==> config.mk <==
export PLATFORM = sky130hd
export DESIGN_NAME = four_point_polyline_interpolator_unit
export DESIGN_NICKNAME = d
export VERILOG_FILES = /design/src/rtl/core/fppi_pkg.sv /design/src/rtl/core/fppi_front.sv /design/src/rtl/core/fppi_div.sv /design/src/rtl/core/fppi_back.sv /design/src/rtl/core/four_point_polyline_interpolator_unit.sv
export SDC_FILE = /design/constraint.sdc
export NUM_CORES = 1
export LEC_CHECK = 0
export ABC_AREA = 1
export BUFFER_PORTS_ARGS = -buffer_cell sky130_fd_sc_hd__buf_2
export CELL_PAD_IN_SITES_DETAIL_PLACEMENT = 1
export CELL_PAD_IN_SITES_GLOBAL_PLACEMENT = 1
export CORE_UTILIZATION = 45
export CTS_CLUSTER_DIAMETER = 50
export CTS_CLUSTER_SIZE = 28
export DETAILED_ROUTE_END_ITERATION = 7
export GPL_TIMING_DRIVEN = 0
export PLACE_DENSITY = 0.82
export SLEW_MARGIN = 10
export SYNTH_ARGS = -nofsm -noshare
export SYNTH_HDL_FRONTEND = slang
export SYNTH_SLANG_ARGS = --single-unit
==> constraint.sdc <==
create_clock -name clk -period 8.4 [get_ports clk]
set_clock_uncertainty 0.2 [all_clocks]
set_input_delay 1.26 -clock clk [delete_from_list [all_inputs] [get_ports clk]]
set_output_delay 1.26 -clock clk [all_outputs]
set_load 0.03 [all_outputs]
==> src/rtl/core/fppi_pkg.sv <==
// ---------------------------------------------------------------------------
// Polyline interpolator package
// Widths, register codes, reset breakpoints and pipeline word types.
// ---------------------------------------------------------------------------
package fppi_pkg;

    localparam int FRAC_BITS = 8;
    localparam int X_W       = 17;
    localparam int Y_W       = 16;
    localparam int PT_W      = 8;
    localparam int NUM_PTS   = 4;
    localparam int IDX_W     = 3;

    // register indexes
    localparam logic [IDX_W-1:0] CFG_X_POINT_0 = IDX_W'(0);
    localparam logic [IDX_W-1:0] CFG_Y_POINT_0 = IDX_W'(4);

    localparam logic [NUM_PTS-1:0][PT_W-1:0] X_PT_RESET = {8'd100, 8'd66, 8'd33, 8'd0};
    localparam logic [NUM_PTS-1:0][PT_W-1:0] Y_PT_RESET = {8'd100, 8'd66, 8'd33, 8'd0};

    // offset into a segment, and compare width for x against scaled breakpoints
    localparam int DX_W = PT_W + FRAC_BITS;
    localparam int CW   = ((X_W > DX_W + 1) ? X_W : DX_W + 1) + 1;

    // divider: two quotient bits per stage
    localparam int DIV_STEPS  = 2;
    localparam int DIV_STAGES = (DX_W + DIV_STEPS - 1) / DIV_STEPS;
    localparam int QP         = DIV_STEPS * DIV_STAGES;
    localparam int MW         = PT_W + QP;
    localparam int YW         = ((QP + 2) > (Y_W + 1)) ? (QP + 2) : (Y_W + 1);

    // select, multiply, divide stages, sum
    localparam int NUM_STAGES = DIV_STAGES + 3;

    typedef struct packed {
        logic [NUM_PTS-1:0][PT_W-1:0] x_pt;
        logic [NUM_PTS-1:0][PT_W-1:0] y_pt;
    } cfg_t;

    typedef struct packed {
        logic [DX_W-1:0]        dx;
        logic [PT_W-1:0]        dy_mag;
        logic                   neg;
        logic [PT_W-1:0]        w;
        logic signed [PT_W-1:0] base;
        logic                   ok;
    } seg_t;

    typedef struct packed {
        logic [MW-1:0]          mag;
        logic [PT_W-1:0]        w;
        logic signed [PT_W-1:0] base;
        logic                   neg;
        logic                   ok;
    } prod_t;

    typedef struct packed {
        logic [PT_W-1:0]        rem;
        logic [QP-1:0]          dq;
        logic [PT_W-1:0]        w;
        logic signed [PT_W-1:0] base;
        logic                   neg;
        logic                   ok;
    } div_t;

endpackage

==> src/rtl/core/fppi_front.sv <==
// ---------------------------------------------------------------------------
// Polyline interpolator front end
// Segment select and offset (stage 0), offset times rise (stage 1).
// ---------------------------------------------------------------------------
module fppi_front
    import fppi_pkg::*;
(
    input  logic                  clk,
    input  logic [1:0]            en,
    input  logic signed [X_W-1:0] x_in,
    input  cfg_t                  cfg,
    output prod_t                 prod
);

    logic signed [CW-1:0]  xs;
    logic signed [CW-1:0]  diff [NUM_PTS];
    logic [NUM_PTS-1:0]    ge;
    logic signed [PT_W:0]  dyf  [NUM_PTS-1];
    logic [PT_W:0]         dabs [NUM_PTS-1];
    logic [PT_W-1:0]       wd   [NUM_PTS-1];
    logic                  ok;
    logic                  interp;
    seg_t                  s0_next;
    seg_t                  s0_reg;
    prod_t                 s1_next;
    prod_t                 s1_reg;

    always_comb
    begin
        xs = CW'(x_in);
        for (int i = 0; i < NUM_PTS; i++)
        begin
            diff[i] = xs - $signed(CW'({cfg.x_pt[i], {FRAC_BITS{1'b0}}}));
            ge[i]   = !diff[i][CW-1];
        end
        for (int i = 0; i < NUM_PTS - 1; i++)
        begin
            dyf[i]  = $signed({cfg.y_pt[i+1][PT_W-1], cfg.y_pt[i+1]})
                    - $signed({cfg.y_pt[i][PT_W-1], cfg.y_pt[i]});
            dabs[i] = dyf[i][PT_W] ? (PT_W+1)'(-dyf[i]) : dyf[i];
            wd[i]   = cfg.x_pt[i+1] - cfg.x_pt[i];
        end
        ok = (cfg.x_pt[0] <= cfg.x_pt[1]) && (cfg.x_pt[1] <= cfg.x_pt[2])
          && (cfg.x_pt[2] <= cfg.x_pt[3]);
        interp = ok && ge[0] && !ge[3];

        s0_next.ok = ok;
        if (interp)
        begin
            priority if (ge[2])
            begin
                s0_next.dx     = diff[2][DX_W-1:0];
                s0_next.dy_mag = dabs[2][PT_W-1:0];
                s0_next.neg    = dyf[2][PT_W];
                s0_next.w      = wd[2];
                s0_next.base   = $signed(cfg.y_pt[2]);
            end
            else if (ge[1])
            begin
                s0_next.dx     = diff[1][DX_W-1:0];
                s0_next.dy_mag = dabs[1][PT_W-1:0];
                s0_next.neg    = dyf[1][PT_W];
                s0_next.w      = wd[1];
                s0_next.base   = $signed(cfg.y_pt[1]);
            end
            else
            begin
                s0_next.dx     = diff[0][DX_W-1:0];
                s0_next.dy_mag = dabs[0][PT_W-1:0];
                s0_next.neg    = dyf[0][PT_W];
                s0_next.w      = wd[0];
                s0_next.base   = $signed(cfg.y_pt[0]);
            end
        end
        else
        begin
            // clamp or bad curve: zero slope term, unit divisor
            s0_next.dx     = '0;
            s0_next.dy_mag = '0;
            s0_next.neg    = 1'b0;
            s0_next.w      = PT_W'(1);
            priority if (!ok)
                s0_next.base = '0;
            else if (!ge[0])
                s0_next.base = $signed(cfg.y_pt[0]);
            else
                s0_next.base = $signed(cfg.y_pt[NUM_PTS-1]);
        end
    end

    always_comb
    begin
        s1_next.mag  = MW'(s0_reg.dx * s0_reg.dy_mag);
        s1_next.w    = s0_reg.w;
        s1_next.base = s0_reg.base;
        s1_next.neg  = s0_reg.neg;
        s1_next.ok   = s0_reg.ok;
    end

    always_ff @(posedge clk)
    begin
        if (en[0])
            s0_reg <= s0_next;
        if (en[1])
            s1_reg <= s1_next;
    end

    assign prod = s1_reg;

endmodule

==> src/rtl/core/fppi_div.sv <==
// ---------------------------------------------------------------------------
// Polyline interpolator divider
// Restoring divide of the product magnitude by the segment width.
// ---------------------------------------------------------------------------
module fppi_div
    import fppi_pkg::*;
(
    input  logic                  clk,
    input  logic [DIV_STAGES-1:0] en,
    input  prod_t                 prod,
    output div_t                  quot
);

    div_t div_next [DIV_STAGES];
    div_t div_reg  [DIV_STAGES];
    div_t div_init;

    function automatic div_t div_step(div_t d);
        div_t          r;
        logic [PT_W:0] t;
        r = d;
        t = {d.rem, d.dq[QP-1]};
        if (t >= {1'b0, d.w})
        begin
            r.rem = PT_W'(t - {1'b0, d.w});
            r.dq  = {d.dq[QP-2:0], 1'b1};
        end
        else
        begin
            r.rem = t[PT_W-1:0];
            r.dq  = {d.dq[QP-2:0], 1'b0};
        end
        return r;
    endfunction

    // top bits start as remainder; they are below the width by construction
    always_comb
    begin
        div_init.rem  = prod.mag[MW-1:QP];
        div_init.dq   = prod.mag[QP-1:0];
        div_init.w    = prod.w;
        div_init.base = prod.base;
        div_init.neg  = prod.neg;
        div_init.ok   = prod.ok;
    end

    always_comb
    begin
        for (int k = 0; k < DIV_STAGES; k++)
        begin
            div_next[k] = (k == 0) ? div_init : div_reg[(k == 0) ? 0 : k - 1];
            for (int s = 0; s < DIV_STEPS; s++)
                div_next[k] = div_step(div_next[k]);
        end
    end

    always_ff @(posedge clk)
    begin
        for (int k = 0; k < DIV_STAGES; k++)
        begin
            if (en[k])
                div_reg[k] <= div_next[k];
        end
    end

    assign quot = div_reg[DIV_STAGES-1];

endmodule

==> src/rtl/core/fppi_back.sv <==
// ---------------------------------------------------------------------------
// Polyline interpolator back end
// Apply sign, add scaled base value, saturate to the output width.
// ---------------------------------------------------------------------------
module fppi_back
    import fppi_pkg::*;
(
    input  logic                  clk,
    input  logic                  en,
    input  div_t                  quot,
    output logic signed [Y_W-1:0] y_percent,
    output logic                  curve_ok
);

    localparam logic signed [YW-1:0] SAT_HI = YW'(2 ** (Y_W - 1) - 1);
    localparam logic signed [YW-1:0] SAT_LO = -YW'(2 ** (Y_W - 1));

    logic signed [YW-1:0]  base_s;
    logic signed [YW-1:0]  q_s;
    logic signed [YW-1:0]  sum;
    logic signed [Y_W-1:0] y_next;
    logic signed [Y_W-1:0] y_reg;
    logic                  ok_reg;

    always_comb
    begin
        base_s = YW'(quot.base) <<< FRAC_BITS;
        q_s    = $signed(YW'(quot.dq));
        sum    = quot.neg ? (base_s - q_s) : (base_s + q_s);
        priority if (sum > SAT_HI)
            y_next = SAT_HI[Y_W-1:0];
        else if (sum < SAT_LO)
            y_next = SAT_LO[Y_W-1:0];
        else
            y_next = sum[Y_W-1:0];
    end

    always_ff @(posedge clk)
    begin
        if (en)
        begin
            y_reg  <= y_next;
            ok_reg <= quot.ok;
        end
    end

    assign y_percent = y_reg;
    assign curve_ok  = ok_reg;

endmodule

==> src/rtl/core/four_point_polyline_interpolator_unit.sv <==
// Words pass through NUM_STAGES registered stages: select, multiply, divide stages, sum.
// Throughput: one word per cycle while the output is not stalled; depth is set by
// the divider, two quotient bits per stage over the segment-width division.
// A stalled output still accepts input while any pipeline stage is empty.
// Reset clears all valid bits and loads the default breakpoints.
// ---------------------------------------------------------------------------
// Four-point polyline interpolator
// Piecewise-linear curve over four programmable breakpoints, pipelined.
// ---------------------------------------------------------------------------
module four_point_polyline_interpolator_unit
    import fppi_pkg::*;
(
    input  logic             clk,
    input  logic             rst_n,
    input  logic             s_tvalid,
    output logic             s_tready,
    input  logic [23:0]      s_tdata,   // [16:0] x_percent, [23:17] zero
    output logic             m_tvalid,
    input  logic             m_tready,
    output logic [15:0]      m_tdata,   // [15:0] y_percent
    output logic [0:0]       m_tuser,   // [0] curve_ok
    input  logic             cfg_we,
    input  logic [IDX_W-1:0] cfg_index,
    input  logic [PT_W-1:0]  cfg_wdata
);

    logic [NUM_PTS-1:0][PT_W-1:0] x_pt_reg;
    logic [NUM_PTS-1:0][PT_W-1:0] x_pt_next;
    logic [NUM_PTS-1:0][PT_W-1:0] y_pt_reg;
    logic [NUM_PTS-1:0][PT_W-1:0] y_pt_next;
    logic [NUM_STAGES-1:0]        valid_reg;
    logic [NUM_STAGES-1:0]        valid_next;
    logic [NUM_STAGES-1:0]        load;
    cfg_t                         cfg;
    prod_t                        prod;
    div_t                         quot;
    logic signed [Y_W-1:0]        y_out;
    logic                         ok_out;

    always_comb
    begin
        x_pt_next = x_pt_reg;
        y_pt_next = y_pt_reg;
        if (cfg_we)
        begin
            if (cfg_index < CFG_Y_POINT_0)
                x_pt_next[cfg_index[1:0] - CFG_X_POINT_0[1:0]] = cfg_wdata;
            else
                y_pt_next[cfg_index[1:0]] = cfg_wdata;
        end
    end

    // a stage loads when it or a later stage has a hole, or the output drains
    genvar gi;
    generate
        for (gi = 0; gi < NUM_STAGES; gi++)
        begin : g_load
            assign load[gi] = m_tready || !(&valid_reg[NUM_STAGES-1:gi]);
        end
    endgenerate

    always_comb
    begin
        valid_next[0] = load[0] ? s_tvalid : valid_reg[0];
        for (int i = 1; i < NUM_STAGES; i++)
            valid_next[i] = load[i] ? valid_reg[i-1] : valid_reg[i];
    end

    always_ff @(posedge clk or negedge rst_n)
    begin
        if (!rst_n)
        begin
            x_pt_reg  <= X_PT_RESET;
            y_pt_reg  <= Y_PT_RESET;
            valid_reg <= '0;
        end
        else
        begin
            x_pt_reg  <= x_pt_next;
            y_pt_reg  <= y_pt_next;
            valid_reg <= valid_next;
        end
    end

    assign cfg.x_pt = x_pt_reg;
    assign cfg.y_pt = y_pt_reg;

    fppi_front u_front (
        .clk  (clk),
        .en   (load[1:0]),
        .x_in ($signed(s_tdata[X_W-1:0])),
        .cfg  (cfg),
        .prod (prod)
    );

    fppi_div u_div (
        .clk  (clk),
        .en   (load[DIV_STAGES+1:2]),
        .prod (prod),
        .quot (quot)
    );

    fppi_back u_back (
        .clk       (clk),
        .en        (load[NUM_STAGES-1]),
        .quot      (quot),
        .y_percent (y_out),
        .curve_ok  (ok_out)
    );

    assign s_tready   = load[0];
    assign m_tvalid   = valid_reg[NUM_STAGES-1];
    assign m_tdata    = y_out;
    assign m_tuser[0] = ok_out;

endmodule

==> flow_metrics.tcl, run 1 <==
set metrics [dict create \
    synthesis.area_sq_um 32200 \
    yosys.area.top_type "sky130_fd_sc_hd__edfxtp_1" \
    number_of_max_slew_violations_in_the_final_report 0 \
    layout_worst_path_cycle_share_pct 90.3 \
    reg2regPathDepth 20 \
    clkLatencyLatePin_ns 0.66 \
    cts.htree.levels 2 \
    post-cts-setup-buffer-count 0 \
    hold_path_class "flop to flop" \
    yosysSeqAreaShare_pct 45.2 \
    internal_power_w 0.00889 \
    vias 24700 \
    max_clock_freq_mhz 132 \
    rr_endpoint "u_front.prod[38]$_DFFE_PP_" \
    p_seq_share_pct 27.3 \
    placement.io_buffers 51 \
    cts.root.buffer_cell "sky130_fd_sc_hd__clkbuf_16" \
    synth.lib_cells_used.distinct 60 \
    ir_drop_mv 0.323 \
    synthArstFlopShare_pct 15.1 \
    outcome "complete, no violations" \
    core_area_sq_um 70400 \
    drive_gt1_share_pct 7.55 \
    summed_area_of_non_filler_cells_in_the_final_layout_sq_um 36000 \
    setup-violations-final 0 \
    finalWeightedCongestion 0.890 \
    critical_path_class "input port to output pin" \
    fp.dieArea_sq_um 72600 \
    placed_area_sq_um 33800 \
    worst-endpoint-arrival_ns 6.12 \
    grt_max_degree 63 \
    synthMostInstantiatedCell "sky130_fd_sc_hd__nand2_1" \
    final.min_clock_period_ns 7.58 \
    switching_power_w 0.00776 \
    critical_path_peak_fanout 44 \
    worst_slack_placed_ns 0.639 \
    worst_slew_margin_rel_pct 24.6 \
    cts_tree "built" \
    largest_register_ff_count 320 \
    syn_nets 3906 \
    firstDrtPassIters 5 \
    grt_use_total_pct 24.2 \
    cts_buffers 58 \
    worst_setup_path_startpoint "m_tready" \
    syn_inst 3485 \
    die_w_um 269 \
    timing.critical_path.from_type "input port" \
    number_of_antenna_violations_at_the_first_check_in_global_routing 0 \
    holdBufCountCts 0 \
    cellPowerDensity_nw_per_um2 463 \
    finish.net_count 4028 \
    globalRoute.totalOverflow 0 \
    fp.dieH_um 269 \
    via_count_of_the_first_global_routing_pass 26700 \
    post_cts_resized 0 \
    clock_sink_count 496 \
    dpl.hpwl_um 67100 \
    leakage_nw 17.3 \
    hold_viol_final 0 \
    num-fill-cells 8237 \
    syn2layout_area_growth_pct 11.7 \
    timing.final.ws_setup_ns 0.818 \
    floorplan.initialDensity_pct 45.7 \
    rsz0062_at_grt "no" \
    synth.yosys.warnings 0 \
    avgViaCountPerCell 5.38 \
    drt_first_iter_violations 1421 \
    netlist_top_cells_count "782 x sky130_fd_sc_hd__nand2_1, 601 x sky130_fd_sc_hd__inv_1, 421 x sky130_fd_sc_hd__edfxtp_1" \
    timing.critical_path.to "s_tready" \
    timing.rr.start "u_front.s0_reg[22]$_SDFFCE_PN0P_" \
    drcViolationCount 0 \
    timing.reg2reg.setup_slack_ns 2.14 \
    timing.max_cap.violations 0 \
    max-clock-path-buffers 3 \
    synth.avg_cell_area_sq_um 9.24 \
    clk_transition_reported_paths_ns 0.07 \
    critPathCaptureType "output pin" \
    pwr-share-comb_pct 56.4 \
    synthTopCellsByArea "sky130_fd_sc_hd__edfxtp_1 39%, sky130_fd_sc_hd__ha_1 11%, sky130_fd_sc_hd__nand2_1 9.1%" \
    wl_per_cell_um 19.0 \
    synth_enable_flop_cells 421 \
    drt.antenna.violating_nets 0 \
    grt_first_pass_wirelength_um 141000 \
    io_pins 59 \
    placementRows 97 \
    ys_dominant_reg_cell "sky130_fd_sc_hd__edfxtp_1" \
    antenna_cells_inserted 0 \
    share_clk_of_total_power_pct 16.3 \
    switching_part_of_the_total_power_pct 46.6 \
    max_slew.worst_pin.slew_ns 1.13 \
    ys_ff_latch 496 \
    worst_ep_required_time_ns 6.94 \
    wirelength_routed_um 87500 \
    synth.top_cell.area_share_pct 39.3 \
]
-- kinds of logic (layout without fill, tap and decap cells) --
kind of cell | Yosys count | count (layout) | share of synthesized area (%)
flip-flops | 496 | 496 | 45.2
adder cells (fa/ha/maj) | 381 | 381 | 17.4
XOR/XNOR | 143 | 143 | 3.89
AND/OR/NAND/NOR | 1223 | 1223 | 15.9
AO/OA/AOI/OAI | 552 | 552 | 9.29
buffers and inverters | 690 | 862 | 8.35
-- worst max-delay path, cell delays in order --
cell	delay, ns
sky130_fd_sc_hd__buf_2	0.09
sky130_fd_sc_hd__inv_1	0.04
sky130_fd_sc_hd__nand2_1	0.46
sky130_fd_sc_hd__nor2_1	0.25
sky130_fd_sc_hd__inv_1	0.49
sky130_fd_sc_hd__nor2_2	0.37
sky130_fd_sc_hd__nand2_2	0.22
sky130_fd_sc_hd__nor2_1	0.28
sky130_fd_sc_hd__nand2_2	0.67
sky130_fd_sc_hd__nor2_1	0.34
sky130_fd_sc_hd__inv_2	0.13
sky130_fd_sc_hd__nor2_2	0.25
sky130_fd_sc_hd__nand4_1	0.39
sky130_fd_sc_hd__buf_6	0.31
sky130_fd_sc_hd__buf_6	0.18
sky130_fd_sc_hd__buf_6	0.18
sky130_fd_sc_hd__buf_2	0.19
-- stage by stage --
stage | hold slack, ns | utilization [%] | std cells | TNS (ns) | power (W)
4_1_cts | 0.188 | 51.1 | 4597 | 0 | 0.0167
3_3_place_gp | 0.201 | 47.8 | 4476 | -135.65 | 0.0130
3_5_place_dp | 0.205 | 48.1 | 4487 | 0 | 0.0137
2_1_floorplan | 0.200 | - | 3485 | 0 | 0.0112
6_report | 0.194 | 51.1 | 4597 | 0 | 0.0166
5_1_grt | 0.201 | 51.1 | 4597 | 0 | 0.0179
-- metal layers --
metal	share of wire, %	GRT usage, %	routed length, um
met5	0	0	0
met3	3.7	2.71	3210
met2	52	45.3	45600
met1	41	28.2	35500
met4	3.6	9.00	3110
-- worst min path at each step --
stage | start | endpoint | slack, ns | cells after the start
2_1_floorplan | u_div.div_reg[1][126]$_DFFE_PP_ | u_back.curve_ok$_DFFE_PP_ | 0.20 | 0
5_1_grt | u_div.div_reg[0][71]$_DFFE_PP_ | u_div.div_reg[0][115]$_DFFE_PP_ | 0.20 | 0
6_report | u_div.div_reg[0][112]$_DFFE_PP_ | u_div.div_reg[0][156]$_DFFE_PP_ | 0.19 | 0
4_1_cts | u_div.div_reg[0][112]$_DFFE_PP_ | u_div.div_reg[0][156]$_DFFE_PP_ | 0.19 | 0
3_3_place_gp | u_div.div_reg[0][20]$_DFFE_PP_ | u_div.div_reg[0][64]$_DFFE_PP_ | 0.20 | 0
3_5_place_dp | u_front.s0_reg[15]$_SDFFCE_PN0P_ | u_front.prod[16]$_DFFE_PP_ | 0.21 | 0
-- final cells by class --
type	count	area (sq um)	share of cell area (%)
multi-input combinational	2299	15000	41.6
sequential	496	14500	40.4
inverter	612	2300	6.40
clock buffer	60	1490	4.14
tap	940	1180	3.27
clock inverter	50	632	1.76
timing repair buffer	62	459	1.28
buffer	78	387	1.08
-- power by group through the flow --
stage	clock [W]	combinational, W	sequential [W]
6_report	0.00271	0.00938	0.00455
5_1_grt	0.00285	0.0104	0.00462
4_1_cts	0.00276	0.00934	0.00456
3_5_place_dp	0	0.00912	0.00459
3_3_place_gp	0	0.00849	0.00454
2_1_floorplan	0	0.00670	0.00445
-- cell usage in the layout (no fill, tap or decap), drive strengths merged, types with 14 or more instances in the layout --
cell type,count
nand3,139
xor2,86
o21ai,273
dfrtp,61
nor2,176
or2,17
ha,272
o211ai,16
clkbuf,107
nand2,791
a21oi,210
nand4,60
buf,93
clkinv,19
xnor2,57
fa,109
nor3,26
edfxtp,421
dfstp,14
inv,640
Power figures use the tool's default switching activity.
==> inputs of run 2 (changes only) <==
--- a/config.mk
+++ b/config.mk
@@ -5,16 +5,15 @@
 export SDC_FILE = /design/constraint.sdc
 export NUM_CORES = 1
 export LEC_CHECK = 0
-export ABC_AREA = 1
 export BUFFER_PORTS_ARGS = -buffer_cell sky130_fd_sc_hd__buf_2
 export CELL_PAD_IN_SITES_DETAIL_PLACEMENT = 1
 export CELL_PAD_IN_SITES_GLOBAL_PLACEMENT = 1
-export CORE_UTILIZATION = 45
+export CORE_UTILIZATION = 52
 export CTS_CLUSTER_DIAMETER = 50
 export CTS_CLUSTER_SIZE = 28
 export DETAILED_ROUTE_END_ITERATION = 7
 export GPL_TIMING_DRIVEN = 0
-export PLACE_DENSITY = 0.82
+export PLACE_DENSITY = 0.86
 export SLEW_MARGIN = 10
 export SYNTH_ARGS = -nofsm -noshare
 export SYNTH_HDL_FRONTEND = slang
==> constraint.sdc (replaced) <==
create_clock -name clk -period 7.6 [get_ports clk]
set_clock_uncertainty 0.2 [all_clocks]
set_input_delay 1.14 -clock clk [delete_from_list [all_inputs] [get_ports clk]]
set_output_delay 1.14 -clock clk [all_outputs]
set_load 0.03 [all_outputs]
==> run 2 against run 1 <==
  * The flow now finishes with violations (DRC)
  * Via count is 12% lower
  * Sequential share of layout area is 1.6 points higher
  * Total power is 1.7% higher
  * Sequential power is 4% higher
  * Flip-flop and latch count stayed put
  * Largest power group unchanged
  * Die area is 16% lower
  * Setup slack better by 0.64 ns
  * Global-route usage is 4.0 points higher
  * Clock power hardly changed
  * Utilization is 7.3 points higher
==> flow_metrics.tcl, run 2 <==
set metrics [dict create \
    crit_buf_inv 4 \
    pwr-share-comb_pct 55.8 \
    path_common_cell "sky130_fd_sc_hd__fa_1" \
    clkLatencyLatePin_ns 0.66 \
    synthesis.area_sq_um 31300 \
    synth.top_cell.area_share_pct 40.4 \
    globalRoute.totalOverflow 0 \
    wirelength_routed_um 83600 \
    worst-endpoint-arrival_ns 6.32 \
    switching_part_of_the_total_power_pct 41.9 \
    number_of_max_slew_violations_in_the_final_report 0 \
    holdBufCountCts 0 \
    synthMostInstantiatedCell "sky130_fd_sc_hd__edfxtp_1" \
    commonest_cells_after_routing_fill_and_taps_aside "421 x sky130_fd_sc_hd__edfxtp_1, 344 x sky130_fd_sc_hd__inv_1, 272 x sky130_fd_sc_hd__ha_1" \
    placementRows 89 \
    grt_first_pass_wirelength_um 133000 \
    critical_path_peak_fanout 10 \
    synth.yosys.warnings 0 \
    rsz0062_at_grt "no" \
    drt.antenna.violating_nets 0 \
    drive_gt1_share_pct 12.3 \
    finish.net_count 3289 \
    synth.lib_cells_used.distinct 74 \
    crit_path_cell_trace "clkbuf_1 > nand2_1 > fa_1 > fa_1 > inv_1 > fa_1 > inv_1 > fa_1 > inv_1 > ha_1 > o21a_1 > o31a_1 > o311a_1 > o41ai_2 > o21ai_1 > a2111oi_0 > nor3_1 > xor2_1" \
    layout_worst_path_cycle_share_pct 80.8 \
    ir_drop_mv 0.253 \
    floorplan.initialDensity_pct 52.8 \
    syn2layout_area_growth_pct 10.6 \
    cellPowerDensity_nw_per_um2 489 \
    leakage_nw 14.8 \
    violations "DRC" \
    reg2regPathDepth 18 \
    internal_power_w 0.00984 \
    summed_area_of_non_filler_cells_in_the_final_layout_sq_um 34600 \
    timing.reg2reg.setup_slack_ns 1.46 \
    yosysSeqAreaShare_pct 46.5 \
    critical-path-max-stage-delay_ns 0.56 \
    grt_use_total_pct 28.2 \
    worst_ep_required_time_ns 7.77 \
    slowest_stage "sky130_fd_sc_hd__fa_1" \
    min_from "u_front.prod[2]$_DFFE_PP_" \
    io_pins 59 \
    hold_path_class "flop to flop" \
    synth_enable_flop_cells 421 \
    final.min_clock_period_ns 6.14 \
    antenna_cells_inserted 0 \
    final.hold.worst_slack_ns 0.181 \
    yosys.area.top_type "sky130_fd_sc_hd__edfxtp_1" \
    setup-violations-final 0 \
    firstDrtPassIters 7 \
    cpLargestDelayFamily "adder cells" \
    synthTopCellsByArea "sky130_fd_sc_hd__edfxtp_1 40%, sky130_fd_sc_hd__ha_1 11%, sky130_fd_sc_hd__fa_1 7.0%" \
    vias 21700 \
    via_count_of_the_first_global_routing_pass 24300 \
    rr_endpoint "u_front.prod[35]$_DFFE_PP_" \
    ys_ff_latch 496 \
    timing.rr.start "u_front.s0_reg[25]$_SDFFCE_PN0P_" \
    switching_power_w 0.00709 \
    worst_slew_margin_rel_pct 10.7 \
    clock_sink_count 496 \
    clk_transition_reported_paths_ns 0.09 \
    wl_per_cell_um 22.7 \
    syn_nets 3175 \
    die_w_um 247 \
    synthArstFlopShare_pct 15.1 \
    layout.cells.most_common "sky130_fd_sc_hd__edfxtp_1" \
    cts_tree "built" \
    drt_first_iter_violations 1167 \
    fp.dieH_um 247 \
    core_area_sq_um 59200 \
    share_clk_of_total_power_pct 16.2 \
    cts.htree.levels 2 \
    worst_hold_path.num_cells 0 \
    finalWeightedCongestion 0.892 \
    syn_inst 2754 \
    post-cts-setup-buffer-count 0 \
    placement.io_buffers 47 \
    drcViolationCount 10 \
    synth.avg_cell_area_sq_um 11.4 \
    ys_dominant_reg_cell "sky130_fd_sc_hd__edfxtp_1" \
    grt_max_degree 48 \
    timing.critical_path.from_type "flop" \
    netlist_top_cells_count "421 x sky130_fd_sc_hd__edfxtp_1, 346 x sky130_fd_sc_hd__inv_1, 272 x sky130_fd_sc_hd__ha_1" \
    timing.max_cap.violations 0 \
    outcome "finished with violations" \
    critical_path_class "flop to flop" \
    max_clock_freq_mhz 163 \
    dpl.hpwl_um 64500 \
    num-fill-cells 6181 \
    largest_register_ff_count 320 \
    max-clock-path-buffers 3 \
    post_cts_resized 0 \
    max_slew.worst_pin.slew_ns 1.34 \
    hold_viol_final 0 \
    placed_area_sq_um 32700 \
    cts.root.buffer_cell "sky130_fd_sc_hd__clkbuf_16" \
    totalPowerFinal_w 0.0169 \
    number_of_antenna_violations_at_the_first_check_in_global_routing 0 \
    fp.dieArea_sq_um 61100 \
    critPathCaptureType "flop" \
    cts_buffers 52 \
    p_seq_share_pct 28.0 \
    avgViaCountPerCell 5.88 \
    whs_endpoint "u_div.div_reg[0][2]$_DFFE_PP_" \
]
==> run 2: cell count changes after synthesis, moves of 31 or more <==
cell,delta
sky130_fd_sc_hd__a21oi_1,-86
sky130_fd_sc_hd__and2_1,+109
sky130_fd_sc_hd__inv_1,-255
sky130_fd_sc_hd__mux2_2,+123
sky130_fd_sc_hd__nand2_1,-621
sky130_fd_sc_hd__nand3_1,-116
sky130_fd_sc_hd__nand4_1,-31
sky130_fd_sc_hd__nor2b_1,+47
sky130_fd_sc_hd__o21ai_0,-122
sky130_fd_sc_hd__xnor2_1,+39
sky130_fd_sc_hd__xor2_1,-31
==> run 2: per-layer routing <==
layer | up-vias | routed length (um) | global-route usage [%] | part of all wire, %
li1 | 9916 | - | - | -
met2 | 524 | 43200 | 51.6 | 52
met3 | 221 | 3380 | 3.69 | 4.0
met5 | - | 0 | 0 | 0
met1 | 11000 | 34100 | 33.7 | 41
met4 | 0 | 2940 | 10.1 | 3.5
==> run 2: cell type report <==
| class | instances | area [sq um] | share of cell area (%) |
|---|---|---|---|
| plain buffers | 42 | 179 | 0.517 |
| repair buffers | 60 | 462 | 1.34 |
| multi-input cells | 1869 | 15300 | 44.2 |
| clock buffers | 52 | 1300 | 3.76 |
| flip-flops and latches | 496 | 14500 | 42.0 |
| well taps | 773 | 967 | 2.80 |
| clock inverters | 46 | 558 | 1.61 |
| inverters | 347 | 1300 | 3.77 |
==> run 2: logic make-up (layout without fill, tap and decap cells) <==
| family | Yosys count | after routing | synth area share [%] |
|---|---|---|---|
| muxes | 149 | 149 | 5.27 |
| AOI/OAI and AO/OA | 497 | 497 | 10.5 |
| xor gates and xnor gates | 151 | 151 | 4.23 |
| DFF | 496 | 496 | 46.5 |
| buffers and inverters | 389 | 547 | 4.74 |
| adders and majority gates | 381 | 381 | 17.9 |
| and+or+nand+nor | 691 | 691 | 10.9 |
==> run 2: worst max path at each step <==
stage,from,endpoint,slack (ns),depth (start not counted)
5_1_grt,u_front.s0_reg[25]$_SDFFCE_PN0P_,u_front.prod[38]$_DFFE_PP_,1.10,17
6_report,u_front.s0_reg[25]$_SDFFCE_PN0P_,u_front.prod[35]$_DFFE_PP_,1.46,18
3_3_place_gp,m_tready,s_tready,-2.42,8
3_5_place_dp,u_front.s0_reg[25]$_SDFFCE_PN0P_,u_front.prod[35]$_DFFE_PP_,1.46,18
4_1_cts,u_front.s0_reg[25]$_SDFFCE_PN0P_,u_front.prod[35]$_DFFE_PP_,1.44,18
2_1_floorplan,m_tready,s_tready,0.17,6
==> run 2: power by group through the flow <==
| stage | clock (W) | combinational, W | sequential [W] |
|---|---|---|---|
| final | 0.00274 | 0.00945 | 0.00474 |
| after global routing | 0.00285 | 0.0103 | 0.00481 |
| after CTS | 0.00277 | 0.00941 | 0.00474 |
| after detailed placement | 0 | 0.00920 | 0.00479 |
| after global placement | 0 | 0.00842 | 0.00472 |
| after floorplan | 0 | 0.00689 | 0.00467 |
==> run 2: stage by stage <==
step | setup slack [ns] | cells | TNS [ns] | utilization, %
after floorplan | 0.165 | 2754 | 0 | -
after CTS | 1.44 | 3685 | 0 | 58.4
after global routing | 1.10 | 3685 | 0 | 58.4
final | 1.46 | 3685 | 0 | 58.4
after global placement | -2.42 | 3574 | -135.59 | 54.8
after detailed placement | 1.46 | 3587 | 0 | 55.2
